**config.mk**
```make
export PLATFORM = sky130hd
export DESIGN_NAME = value_byte_serializer
export DESIGN_NICKNAME = d
export VERILOG_FILES = /design/src/rtl/core/vbs_pkg.sv /design/src/rtl/core/vbs_front.sv /design/src/rtl/core/vbs_queue.sv /design/src/rtl/core/vbs_back.sv /design/src/rtl/core/value_byte_serializer.sv
export SDC_FILE = /design/constraint.sdc
export NUM_CORES = 1
export LEC_CHECK = 0
export BUFFER_PORTS_ARGS = -buffer_cell sky130_fd_sc_hd__clkbuf_2
export CORE_MARGIN = 2
export CORE_UTILIZATION = 40
export DETAILED_ROUTE_END_ITERATION = 8
export GPL_TIMING_DRIVEN = 1
export PLACE_DENSITY = 0.6
export RECOVER_POWER = 25
export SLEW_MARGIN = 10
export SYNTH_ARGS = -nofsm -noshare
export SYNTH_HDL_FRONTEND = slang
export SYNTH_HIERARCHICAL = 1
export SYNTH_SLANG_ARGS = --single-unit
export TNS_END_PERCENT = 30
```
**constraint.sdc**
```tcl
create_clock -name clk -period 9.8 [get_ports clk]
set_input_delay 1.96 -clock clk [delete_from_list [all_inputs] [get_ports clk]]
set_output_delay 1.96 -clock clk [all_outputs]
set_load 0.01 [all_outputs]
```
**src/rtl/core/vbs_pkg.sv**
```systemverilog
package vbs_pkg;

	// Format selector codes.
	typedef enum logic [2:0] {
		OP_BYTE   = 3'd0,
		OP_LE16   = 3'd1,
		OP_LE32   = 3'd2,
		OP_LE64   = 3'd3,
		OP_VARINT = 3'd4
	} op_t;

	localparam int unsigned VALUE_W    = 64;
	localparam int unsigned BYTE_W     = 8;
	localparam int unsigned GROUP_BITS = 7;
	localparam int unsigned MAX_BYTES  = 10;
	localparam int unsigned COUNT_W    = $clog2(MAX_BYTES + 1);
	localparam int unsigned QUEUE_DEPTH = 2;
	localparam int unsigned QPTR_W     = $clog2(QUEUE_DEPTH);
	localparam int unsigned QCNT_W     = $clog2(QUEUE_DEPTH + 1);

	// One classified item as it travels from the front to the back.
	typedef struct packed {
		logic                 varint;
		logic [COUNT_W-1:0]   count;
		logic [VALUE_W-1:0]   value;
	} entry_t;

	// Number of bytes of an unsigned LEB128 varint: one more than the index of
	// the highest non-zero seven-bit group, and at least one.
	function automatic logic [COUNT_W-1:0] varint_count(input logic [VALUE_W-1:0] v);
		logic [COUNT_W-1:0] cnt;
		cnt = COUNT_W'(1);
		for (int i = 1; i < MAX_BYTES; i++) begin
			if ((v >> (GROUP_BITS * i)) != '0) begin
				cnt = COUNT_W'(i + 1);
			end
		end
		return cnt;
	endfunction

endpackage

```
**src/rtl/core/vbs_front.sv**
```systemverilog
module vbs_front (
	input  logic                              clk,
	input  logic                              arst_n,
	input  logic                              in_valid,
	output logic                              in_stall,
	input  logic [2:0]                        operation,
	input  logic [vbs_pkg::VALUE_W-1:0]       value,
	output logic                              push_valid,
	output vbs_pkg::entry_t                   push_entry,
	input  logic                              push_ready
);

	logic            valid_s1;
	vbs_pkg::entry_t entry_s1;
	logic            advance;
	logic            legal;
	vbs_pkg::entry_t entry_d;

	// Classify the format into a byte count; unused codes are dropped here.
	always_comb begin
		legal          = 1'b1;
		entry_d.value  = value;
		entry_d.varint = 1'b0;
		entry_d.count  = vbs_pkg::COUNT_W'(1);
		case (operation)
			vbs_pkg::OP_BYTE: begin
				entry_d.count = vbs_pkg::COUNT_W'(1);
			end
			vbs_pkg::OP_LE16: begin
				entry_d.count = vbs_pkg::COUNT_W'(2);
			end
			vbs_pkg::OP_LE32: begin
				entry_d.count = vbs_pkg::COUNT_W'(4);
			end
			vbs_pkg::OP_LE64: begin
				entry_d.count = vbs_pkg::COUNT_W'(8);
			end
			vbs_pkg::OP_VARINT: begin
				entry_d.varint = 1'b1;
				entry_d.count  = vbs_pkg::varint_count(value);
			end
			default: begin
				legal = 1'b0;
			end
		endcase
	end

	assign advance    = !valid_s1 || push_ready;
	assign in_stall   = !advance;
	assign push_valid = valid_s1;
	assign push_entry = entry_s1;

	always_ff @(posedge clk or negedge arst_n) begin
		if (!arst_n) begin
			valid_s1 <= 1'b0;
		end else if (advance) begin
			valid_s1 <= in_valid && legal;
		end
	end

	always_ff @(posedge clk) begin
		if (advance && in_valid) begin
			entry_s1 <= entry_d;
		end
	end

endmodule

```
**src/rtl/core/vbs_queue.sv**
```systemverilog
module vbs_queue (
	input  logic            clk,
	input  logic            arst_n,
	input  logic            push_valid,
	input  vbs_pkg::entry_t push_entry,
	output logic            push_ready,
	input  logic            pop,
	output logic            pop_valid,
	output vbs_pkg::entry_t pop_entry
);

	vbs_pkg::entry_t                    slot_q [vbs_pkg::QUEUE_DEPTH];
	logic [vbs_pkg::QPTR_W-1:0]         wr_ptr_q;
	logic [vbs_pkg::QPTR_W-1:0]         rd_ptr_q;
	logic [vbs_pkg::QCNT_W-1:0]         count_q;
	logic                               do_push;
	logic                               do_pop;

	assign push_ready = count_q != vbs_pkg::QCNT_W'(vbs_pkg::QUEUE_DEPTH);
	assign pop_valid  = count_q != '0;
	assign pop_entry  = slot_q[rd_ptr_q];
	assign do_push    = push_valid && push_ready;
	assign do_pop     = pop && pop_valid;

	always_ff @(posedge clk or negedge arst_n) begin
		if (!arst_n) begin
			wr_ptr_q <= '0;
			rd_ptr_q <= '0;
			count_q  <= '0;
		end else begin
			if (do_push) begin
				wr_ptr_q <= wr_ptr_q + 1'b1;
			end
			if (do_pop) begin
				rd_ptr_q <= rd_ptr_q + 1'b1;
			end
			if (do_push && !do_pop) begin
				count_q <= count_q + 1'b1;
			end else if (do_pop && !do_push) begin
				count_q <= count_q - 1'b1;
			end
		end
	end

	always_ff @(posedge clk) begin
		if (do_push) begin
			slot_q[wr_ptr_q] <= push_entry;
		end
	end

endmodule

```
**src/rtl/core/vbs_back.sv**
```systemverilog
module vbs_back (
	input  logic                         clk,
	input  logic                         arst_n,
	input  logic                         q_valid,
	input  vbs_pkg::entry_t              q_entry,
	output logic                         q_pop,
	output logic                         out_valid,
	input  logic                         out_stall,
	output logic [vbs_pkg::BYTE_W-1:0]   out_byte,
	output logic                         last
);

	logic                          busy_q;
	logic                          varint_q;
	logic [vbs_pkg::COUNT_W-1:0]   remain_q;
	logic [vbs_pkg::VALUE_W-1:0]   shift_q;
	logic                          out_valid_q;
	logic [vbs_pkg::BYTE_W-1:0]    out_byte_q;
	logic                          last_q;
	logic                          take;
	logic                          emit;
	logic                          final_byte;
	logic                          done;
	logic [vbs_pkg::BYTE_W-1:0]    byte_d;

	assign take       = !out_valid_q || !out_stall;
	assign emit       = busy_q && take;
	assign final_byte = remain_q == vbs_pkg::COUNT_W'(1);
	assign done       = !busy_q || (emit && final_byte);
	assign q_pop      = done && q_valid;

	// A varint byte carries seven value bits and a flag that is set while
	// more bytes follow.
	assign byte_d = varint_q ? {!final_byte, shift_q[vbs_pkg::GROUP_BITS-1:0]}
	                         : shift_q[vbs_pkg::BYTE_W-1:0];

	assign out_valid = out_valid_q;
	assign out_byte  = out_byte_q;
	assign last      = last_q;

	always_ff @(posedge clk or negedge arst_n) begin
		if (!arst_n) begin
			busy_q      <= 1'b0;
			out_valid_q <= 1'b0;
		end else begin
			if (q_pop) begin
				busy_q <= 1'b1;
			end else if (emit && final_byte) begin
				busy_q <= 1'b0;
			end
			if (take) begin
				out_valid_q <= emit;
			end
		end
	end

	always_ff @(posedge clk) begin
		if (q_pop) begin
			varint_q <= q_entry.varint;
			remain_q <= q_entry.count;
			shift_q  <= q_entry.value;
		end else if (emit) begin
			remain_q <= remain_q - 1'b1;
			shift_q  <= varint_q ? (shift_q >> vbs_pkg::GROUP_BITS)
			                     : (shift_q >> vbs_pkg::BYTE_W);
		end
		if (emit) begin
			out_byte_q <= byte_d;
			last_q     <= final_byte;
		end
	end

endmodule

```
**src/rtl/core/value_byte_serializer.sv**
```systemverilog
// Each item passes through the front register, the queue and the byte engine's output register.
// Throughput: one output byte per cycle while items are waiting and out_stall is low; an item
// yields 1, 2, 4 or 8 bytes for the packed formats and 1 to 10 for a varint.
// Items with an unused format code are accepted and produce no bytes.
// Reset (arst_n low, asynchronous) empties the front register, the queue and the output.
module value_byte_serializer (
	input  logic                              clk,
	input  logic                              arst_n,
	input  logic                              in_valid,
	output logic                              in_stall,
	input  logic [2:0]                        operation,
	input  logic [vbs_pkg::VALUE_W-1:0]       value,
	output logic                              out_valid,
	input  logic                              out_stall,
	output logic [vbs_pkg::BYTE_W-1:0]        out_byte,
	output logic                              last
);

	// The front register classifies each beat into a format and a byte count.
	// For a varint the count is found at once from which seven-bit groups of the
	// value are non-zero, so the back never has to test the remaining value.
	logic            push_valid;
	logic            push_ready;
	vbs_pkg::entry_t push_entry;

	// A two-entry queue decouples the front from the byte engine, so that input
	// beats keep flowing while a long item is still being emitted.
	logic            q_valid;
	logic            q_pop;
	vbs_pkg::entry_t q_entry;

	vbs_front u_front (
		.clk        (clk),
		.arst_n     (arst_n),
		.in_valid   (in_valid),
		.in_stall   (in_stall),
		.operation  (operation),
		.value      (value),
		.push_valid (push_valid),
		.push_entry (push_entry),
		.push_ready (push_ready)
	);

	vbs_queue u_queue (
		.clk        (clk),
		.arst_n     (arst_n),
		.push_valid (push_valid),
		.push_entry (push_entry),
		.push_ready (push_ready),
		.pop        (q_pop),
		.pop_valid  (q_valid),
		.pop_entry  (q_entry)
	);

	// The byte engine shifts the value down by eight bits (packed formats) or
	// seven bits (varint) per byte, and loads the next item in the same cycle
	// as it hands over the final byte of the current one. Its output register
	// holds a stalled byte steady while the engine waits.
	vbs_back u_back (
		.clk       (clk),
		.arst_n    (arst_n),
		.q_valid   (q_valid),
		.q_entry   (q_entry),
		.q_pop     (q_pop),
		.out_valid (out_valid),
		.out_stall (out_stall),
		.out_byte  (out_byte),
		.last      (last)
	);

endmodule

```
==> impl_results.md, run 1 <==
* PwrDens at 259.7 nW/um2
* Worst-margin pin slew at 1.628 ns
* CTS sink count at 292
* Final hold violations at 0
* DRT Pass-1 Iters at 5
* Yosys cell types at 41
* Initial antenna violation count at 0
* # nets final at 763
* Max cap viols at 1
* Lkg Pwr at 4.913 nW
* Cells resized by post-CTS repair at 0
* Core Rows at 63
* TritonCTS clock tree: built
* Clock buffer depth at 3
* Core area at 29560 um2
* Wire per inst at 18.43 um
* Register-to-Register Path Depth at 3
* Overall routing resource usage at 12.93%
* Post-synth EDFFs at 285
* Asr flop ratio synth at 2.397%
* Largest net degree at the start of global routing at 70
* Status: finished with violations
* Share of layout cells above drive strength 1 at 45.21%
* Hold Crit Class: flop to flop
* Initial detailed-routing violation count at 368
* Mux cell area share after synthesis at 19.68%
* XOR/XNOR Fraction of Synth Area at 0.5132%
* Worst-skew pair later-pin latency at 0.52 ns
* Postcts setup bufs at 0
* Critical path launch point: value[30]
* Crit path kind: input pin to flop
* First-pass GRT wire length at 31.33 mm
* GP Congestion at 0.7368
* CP max FO at 2
* CTS Hold Bufs at 0
* Max VDD drop at 0.1390 mV
* Complex-gate fraction of the synthesized area at 0.8902%
* Violated checks: capacitance limit, slew limit
* Post-detail-place hpwl at 13.06 mm
* Combinational share of power at 19.5%
* Max Slew Vio Count at 28
* Hold Worst Slack at 0.4220 ns
* Post-synthesis simple-gate area fraction at 2.964%
* Buffers on Ports at 81
* Die Wd at 176.8 um
* Flop pwr share at 51.7%
* I/O pin count at 82
* P_sw at 0.0008617 W
* Vias at 5366
* Met1 WL at 8.846 mm
* Cts bufs inserted at 29
* Hold path cells at 0
* Adder-cell share of the synthesized area at 0.3142%
* DR DRC count at 0
* Core Util, Final at 45.65%
* Final Cycle Share at 36.37%
* Met2 WL at 10.17 mm
* Die height at 176.8 um
* R2R Path End: u_back/shift_q[30]
* Startpoint Class: input pin
* Top routing layer in use: met4
* Register area share after synthesis at 73.10%
* Mapped Cells at 592
* RR Startpoint: u_queue/rd_ptr_q
* Setup Skew at 0.007365 ns
* Hold Crit Start: u_back/shift_q[6]
* GRT overflow at 0
* Avg Synthesized Cell Area at 20.18 um2
* Peak Freq at 280.5 MHz
* Total Wirelength at 20.27 mm
* Vias in the first global route at 5697
* Nature of the critical path endpoint: flop
* Die Area at 31270 um2
* Synthesized Nets at 666
* Remaining antenna violation count at 0
* H-tree depth at 1
* Predominant post-synthesis flop cell: edfxtp_1
* Net Sw Frac at 24.59%
* Routed wl met3 at 866 um
* RSZ-0062 raised after global routing: no
* Hold Path End: u_back/out_byte[6]
* Initial core utilization at 40.41%
* Clk pwr share at 28.8%
* Final critical-path required period at 3.565 ns
* Setup TNS at 0 ns
* Pint at 0.002642 W
* Synthesized flop and latch total at 292
* Mapped cell area at 11950 um2
* N_diodes at 0
* Ys Warns at 6
* Slew headroom at -8.538%
* Vias per inst at 4.878
* Clock root buffer: clkbuf_16
* Layout area overhead at 12.94%
* Largest family of logic cells by synthesized area: multiplexers
* Clock transition at path regs at 0.06 ns
* Setup violations, final at 0
* Worst EP required at 10.07 ns
* Worst Path Arrival at 3.83 ns
* Register-to-register setup slack at 6.58 ns
-- kinds of logic after synthesis --
| logic type | count (synthesis) |
|---|---|
| DFF | 292 |
| muxes | 186 |
| and+or+nand+nor | 58 |
| buffers and inverters | 31 |
| AOI/OAI and AO/OA | 15 |
| xor gates and xnor gates | 7 |
| adders and majority gates | 3 |
-- registers in the layout, summed over array words and instances, names as in the netlist, 2 cells and up --
register            flops
u_back/out_byte         8
u_back/remain_q         4
u_back/shift_q         64
u_front/push_entry     69
u_queue/count_q         2
u_queue/slot_q        138
-- power by group through the flow --
stage                     Combinational, W  Clock (W)  Sequential (W)
after global routing              0.000741    0.00109         0.00184
after CTS                         0.000694    0.00104         0.00182
after detailed placement          0.000688          0         0.00184
after floorplan                   0.000614          0         0.00179
after global placement            0.000678          0         0.00183
final                             0.000684    0.00101         0.00181
-- Yosys cell counts, types with 6 or more instances --
master    number  share of area (%)
edfxtp_1     285                 72
mux2_2       115                 11
mux2_4        69                8.7
nand2_1       11               0.35
inv_1          9               0.28
nor2b_1        8               0.42
buf_12         7                1.2
dfrtp_1        7                1.5
nor2_1         6               0.19
-- worst max-delay path by stage --
stage                                        end  slack, ns  cells after the start
after floorplan            u_front/push_entry[0]       5.79                      1
after global placement        u_queue/count_q[1]       5.80                     10
after detailed placement  u_front/push_entry[66]       5.72                      6
after CTS                 u_front/push_entry[66]       6.26                      6
after global routing          u_queue/count_q[1]       6.16                     10
final                     u_front/push_entry[64]       6.24                      6
-- per-stage QoR --
stage               instances  setup slack, ns  power [W]  cell area [um2]
finish                   1100            6.236   0.003504            13490
global route             1100            6.163   0.003669            13490
CTS                      1100            6.255   0.003551            13510
detailed placement       1048            5.718   0.002533            12640
global placement         1048            5.797   0.002509            12640
floorplan                 592            5.788   0.002403            11950
-- routing by layer --
metal | vias up | GRT usage, %
met5 | - | 0
met4 | 0 | 3.719
met3 | 30 | 1.869
met2 | 114 | 22.31
met1 | 2715 | 17.02
li1 | 2507 | -
-- placed cells by master (no fill, tap or decap), types with 4 or more instances in the layout --
master      synthesis  layout
buf_4               1       7
clkbuf_1            5       5
clkbuf_16           0      29
clkbuf_2            0      81
clkinv_1            0       6
clkinv_2            0       6
clkinvlp_4          0       4
dfrtp_1             7       7
edfxtp_1          285     285
inv_1               9       9
mux2_2            115     115
mux2_4             69      69
nand2_1            11      11
nand2b_1            4       4
nor2_1              6       5
nor2b_1             8       8
nor3_1              5       5
nor4_1              5       5
o21ai_0             5       5
or4_1               4       4
xor2_1              4       4
-- critical path, cell delays in order --
cell	delay, ns
clkbuf_2	0.09
or4_1	0.58
nor4_1	0.53
o21ai_0	0.33
a31oi_1	0.25
o21ai_0	0.09
-- layout make-up --
class | count | area (um2)
Clock buffer | 35 | 758.2
Clock inverter | 17 | 112.6
Fill cell | 2473 | 16070
Inverter | 9 | 33.78
Multi-Input combinational cell | 269 | 2909
Sequential cell | 292 | 8733
Tap cell | 390 | 488.0
Timing Repair Buffer | 88 | 457.9
Note: power is estimated with default switching activity, not from simulation.
==> inputs of run 2 (changes only) <==
==> constraint.sdc (replaced) <==
create_clock -name clk -period 3.5 [get_ports clk]
set_input_delay 0.7 -clock clk [delete_from_list [all_inputs] [get_ports clk]]
set_output_delay 0.7 -clock clk [all_outputs]
set_load 0.01 [all_outputs]
==> run 2 against run 1 <==
The run now ends clean. Sequential share of layout area is 0.48 points lower. Via count decreased by 0.58%. Utilization is 0.36 points higher. Hold slack worse by 0.084 ns. Combinational power grew to 2.8 times the previous value. Worst setup slack lost 5.2 ns. Global-route usage barely moved. Critical path type is now flop to flop. Critical endpoint is now u_back/shift_q[54].
==> impl_results.md, run 2 (synthesis results as in run 1) <==
* First-pass GRT wire length at 31.11 mm
* Status: complete, no violations
* Hold Path End: u_front/push_entry[5]
* Core Rows at 63
* Nature of the critical path endpoint: flop
* Worst-path cell chain: or2_1 -> nor2b_1 -> a31oi_4 -> buf_4 -> mux2_2
* Hold Crit Class: input pin to flop
* Hold path cells at 1
* DR DRC count at 0
* Worst EP required at 3.78 ns
* Slew headroom at 40.04%
* RR Startpoint: u_queue/count_q[0]
* Worst Path Arrival at 2.69 ns
* # nets final at 766
* Vias in the first global route at 5656
* Largest register FFs at 138
* Setup Skew at 0.01020 ns
* Crit path max-delay cell type: buf_4
* Biggest register: u_queue/slot_q
* Worst-skew pair later-pin latency at 0.53 ns
* Vias at 5335
* Largest net degree at the start of global routing at 62
* Post-detail-place hpwl at 12.95 mm
* Overall routing resource usage at 12.91%
* Worst-margin pin slew at 0.8972 ns
* Hold Worst Slack at 0.3383 ns
* Hold Crit Start: value[5]
* Initial antenna violation count at 0
* PwrDens at 734.2 nW/um2
* Placed Cells incl. Taps at 1051
* Die height at 176.8 um
* Lkg Pwr at 4.855 nW
* TritonCTS clock tree: built
* Share of layout cells above drive strength 1 at 39.64%
* Setup TNS at 0 ns
* Cells resized by post-CTS repair at 0
* Worst path max stage delay at 0.47 ns
* Register-to-Register Path Depth at 5
* Vias per inst at 4.832
* Register-to-register setup slack at 1.08 ns
* Clock root buffer: clkbuf_16
* DRT Pass-1 Iters at 4
* R2R Path End: u_back/shift_q[54]
* Layout area overhead at 13.85%
* Die Wd at 176.8 um
* I/O pin count at 82
* Layout Cells excl Fill at 1104
* Clock transition at path regs at 0.06 ns
* Cts bufs inserted at 28
* Fin worst setup slack at 1.083 ns
* Clock buffer depth at 3
* Pre-CTS setup slack at 0.9149 ns
* Final Cycle Share at 69.04%
* Core area at 29560 um2
* Remaining antenna violation count at 0
* Initial detailed-routing violation count at 265
* Max cap viols at 0
* Max VDD drop at 0.4146 mV
* Startpoint Class: flop
* Final critical-path required period at 2.417 ns
* Die Area at 31270 um2
* GRT overflow at 0
* Most frequent cells in the layout: 285 x edfxtp_1, 115 x mux2_2, 69 x mux2_4
* Crit path kind: flop to flop
* Area after DPL at 12720 um2
* Setup violations, final at 0
* Max Slew Vio Count at 0
* Initial core utilization at 40.41%
* Total Wirelength at 20.20 mm
* FILL cells at 2500
* Commonest non-fill, non-tap cell in the layout: edfxtp_1
* Peak Freq at 413.8 MHz
* GP Congestion at 0.7278
* RSZ-0062 raised after global routing: no
* Design Area, Final at 13600 um2
* Final hold violations at 0
* Critical path launch point: u_queue/count_q[0]
* N_diodes at 0
* Buffers on Ports at 81
* Wire per inst at 18.30 um
* CTS sink count at 292
* CP max FO at 33
* H-tree depth at 1
run 2: cell types whose count changed in the layout (fill, tap and decap cells not counted), moves of 2 or more:
cell / before / now
clkbuf_2: 81 / 35
clkbuf_1: 5 / 47
buf_12: 0 / 5
buf_4: 7 / 5
bufinv_16: 1 / 3
clkinv_4: 0 / 2
clkinvlp_4: 4 / 2
inv_6: 0 / 2
run 2: power by group:
part | switching (W) | leakage, nW | internal (W)
clock network | 0.00125 | 0.453 | 0.00173
registers | 0.000342 | 2.79 | 0.00474
logic | 0.000860 | 1.61 | 0.00107
total | 0.00245 | 4.85 | 0.00754
run 2: worst max-delay path by stage:
stage                                         to  slack, ns  cells after the start
after floorplan             u_queue/slot_q[0][0]       0.66                      3
after global placement    u_front/push_entry[66]       0.96                      6
final                         u_back/shift_q[54]       1.08                      5
after global routing           u_back/shift_q[9]       0.95                      5
after CTS                      u_back/shift_q[9]       1.04                      5
after detailed placement  u_front/push_entry[64]       0.91                      6
run 2: cell type report:
type,count,area (um2),share of cell area [%]
inverter,9,33.78,0.2484
clock buffer,30,729.5,5.363
tap,390,488.0,3.588
sequential,292,8737,64.24
timing repair buffer,92,495.5,3.643
clock inverter,22,196.4,1.444
multi-input combinational,269,2920,21.47
run 2: worst max-delay path, delay by kind of cell, from the launching register on:
| kind | cells | cell delay, ns |
|---|---|---|
| AO/OA/AOI/OAI | 1 | 0.35 |
| buffers and inverters | 1 | 0.47 |
| flip-flops | 1 | 0.42 |
| multiplexers | 1 | 0.40 |
| AND/OR/NAND/NOR | 2 | 0.51 |
run 2: what timing repair did:
item                       in CTS  in global routing
hold buffers                    1                  0
setup endpoints to repair       0                  0
buffers inserted                0                  0
hold endpoints to repair        7                  0
run 2: per-stage QoR:
| stage | util [%] | power [W] |
|---|---|---|
| floorplan | - | 0.006721 |
| global placement | 43.04 | 0.007053 |
| detailed placement | 43.04 | 0.007123 |
| CTS | 46.21 | 0.01013 |
| global route | 46.01 | 0.01043 |
| finish | 46.01 | 0.009986 |
run 2: per-layer routing:
metal  GRT usage [%]  routed length [um]
met5               0                   0
met4           3.375                 377
met3           2.105                 904
met2           22.46               10130
met1           16.85                8790
==> inputs of run 3 (changes only) <==
==> constraint.sdc (replaced) <==
create_clock -name clk -period 2.4 [get_ports clk]
set_input_delay 0.48 -clock clk [delete_from_list [all_inputs] [get_ports clk]]
set_output_delay 0.48 -clock clk [all_outputs]
set_load 0.01 [all_outputs]
==> run 3 against run 2 <==
Utilization grew 0.50 points. Wire length is 2.5% higher. Sequential share of layout area fell by 0.70 points. Critical path depth unchanged. Maximum frequency up 15%. Design area increased by 1.1%. Total power grew 48%. Flip-flop and latch count did not move. Clock skew decreased by 0.0019 ns. Critical endpoint is now u_back/shift_q[8]. Highest routed layer unchanged.
==> impl_results.md, run 3 (synthesis results as in run 1) <==
* N_diodes at 0
* Worst-skew pair later-pin latency at 0.53 ns
* Most frequent cells in the layout: 285 x edfxtp_1, 115 x mux2_2, 69 x mux2_4
* Commonest non-fill, non-tap cell in the layout: edfxtp_1
* Register-to-register setup slack at 0.29 ns
* Largest net degree at the start of global routing at 63
* Top routing layer in use: met4
* Worst EP required at 2.67 ns
* First-pass GRT wire length at 31.96 mm
* CP max FO at 35
* Pint at 0.01116 W
* Clock root buffer: clkbuf_16
* Register-to-Register Path Depth at 5
* H-tree depth at 1
* Initial antenna violation count at 0
* Setup violations, final at 0
* PwrDens at 1072 nW/um2
* Hold Crit Class: input pin to flop
* Vias at 5396
* Largest register FFs at 138
* Slew headroom at 67.36%
* Wire per inst at 18.60 um
* Vias in the first global route at 5859
* Core area at 29560 um2
* Core Rows at 63
* Startpoint Class: flop
* Setup Skew at 0.008304 ns
* Pre-CTS setup slack at -0.009181 ns
* Design Area, Final at 13750 um2
* Max Slew Vio Count at 0
* CTS sink count at 292
* GRT overflow at 0
* Initial core utilization at 40.41%
* Hold Path End: u_front/push_entry[0]
* Cts bufs inserted at 29
* Clock transition at path regs at 0.06 ns
* Initial detailed-routing violation count at 278
* Hold Worst Slack at 0.1237 ns
* Crit path max-delay cell type: edfxtp_1
* Net Sw Frac at 24.24%
* Die Wd at 176.8 um
* Fin worst setup slack at 0.2927 ns
* DRT Pass-1 Iters at 4
* Hold path cells at 1
* Worst-margin pin slew at 0.4859 ns
* Hold Crit Start: value[0]
* I/O pin count at 82
* GP Congestion at 0.7849
* Clock buffer depth at 3
* Clk pwr share at 29.9%
* RR Startpoint: u_back/remain_q[0]
* R2R Path End: u_back/shift_q[8]
* Final hold violations at 0
* Final critical-path required period at 2.107 ns
* Worst path max stage delay at 0.42 ns
* Overall routing resource usage at 13.28%
* Register area at 8737 um2
* Lkg Pwr at 4.940 nW
* Crit path kind: flop to flop
* TritonCTS clock tree: built
* Met2 WL at 10.60 mm
* Die Area at 31270 um2
* Worst Path Arrival at 2.38 ns
* Peak Freq at 474.5 MHz
* Routed wl met3 at 845 um
* Max VDD drop at 0.8113 mV
* RSZ-0062 raised after global routing: no
* Final Cycle Share at 87.80%
* Remaining antenna violation count at 0
* Combinational share of power at 20.3%
* # nets final at 781
* Die height at 176.8 um
* Biggest register: u_queue/slot_q
* Layout area overhead at 15.09%
* Multi-input gate area at 2920 um2
* Max cap viols at 0
* Post-detail-place hpwl at 13.64 mm
* Buffers on Ports at 81
* Flop pwr share at 49.8%
* Share of layout cells above drive strength 1 at 40.47%
* Area after DPL at 12880 um2
* Vias per inst at 4.844
* Total Wirelength at 20.72 mm
* Nature of the critical path endpoint: flop
* DR DRC count at 0
* Met1 WL at 8.774 mm
* Worst-path cell chain: ha_1 -> nor3b_4 -> a31oi_4 -> buf_12 -> mux2_2
* Status: complete, no violations
* FILL cells at 2520
* P_sw at 0.003572 W
==> run 3: changes by cell type in the layout (fill, tap and decap cells not counted), sizes merged <==
cell / change
buf: +14
bufinv: +1
clkbuf: +2
clkinv: -5
inv: -2
==> run 3: critical path, delay by kind of cell (launching register included) <==
family,cells,cell delay [ns]
compound gates,1,0.35
fa+ha+maj,1,0.23
buf+inv,1,0.27
flops,1,0.42
mux,1,0.40
simple gates,1,0.17
==> run 3: through the flow <==
step | util [%] | std cells | setup TNS (ns) | total power, W
after floorplan | - | 592 | -36.86 | 0.009799
after global placement | 43.56 | 1065 | -0.02018 | 0.01041
after detailed placement | 43.56 | 1065 | -0.009181 | 0.01050
after CTS | 46.72 | 1114 | 0 | 0.01494
after global routing | 46.51 | 1114 | 0 | 0.01538
final | 46.51 | 1114 | 0 | 0.01473
==> run 3: worst max-delay path by stage <==
| stage | start | endpoint | slack [ns] | depth (start not counted) |
|---|---|---|---|---|
| after floorplan | u_queue/count_q[0] | u_front/push_entry[0] | -0.31 | 3 |
| after global placement | value[30] | u_front/push_entry[66] | -0.02 | 7 |
| after detailed placement | value[30] | u_front/push_entry[66] | -0.009 | 7 |
| after CTS | u_back/remain_q[0] | u_back/shift_q[8] | 0.29 | 5 |
| after global routing | u_back/remain_q[1] | u_queue/count_q[1] | 0.17 | 10 |
| final | u_back/remain_q[0] | u_back/shift_q[8] | 0.29 | 5 |
==> run 3: area by class of cell <==
cell class | count | area share (%)
flip-flops and latches | 292 | 63.55
multi-input cells | 269 | 21.24
inverters | 9 | 0.2457
well taps | 390 | 3.549
clock inverters | 16 | 1.347
clock buffers | 32 | 5.360
repair buffers | 106 | 4.714
==> run 3: power by group through the flow <==
stage	Sequential (W)	Clock (W)	Combinational, W
after floorplan	0.00728	0	0.00252
after global placement	0.00739	0	0.00301
after detailed placement	0.00745	0	0.00305
after CTS	0.00735	0.00451	0.00307
after global routing	0.00743	0.00471	0.00324
final	0.00733	0.00441	0.00299
==> run 3: what timing repair did <==
action | CTS | global route
setup buffers | 0 | 0
resized for setup | 0 | 0
hold endpoints to repair | 7 | 0
hold buffers | 1 | 0
==> run 3: routing by layer <==
metal	up-vias	track usage, %
met5	-	0
met4	0	4.063
met3	37	2.234
met2	92	23.67
met1	2730	16.54
li1	2537	-
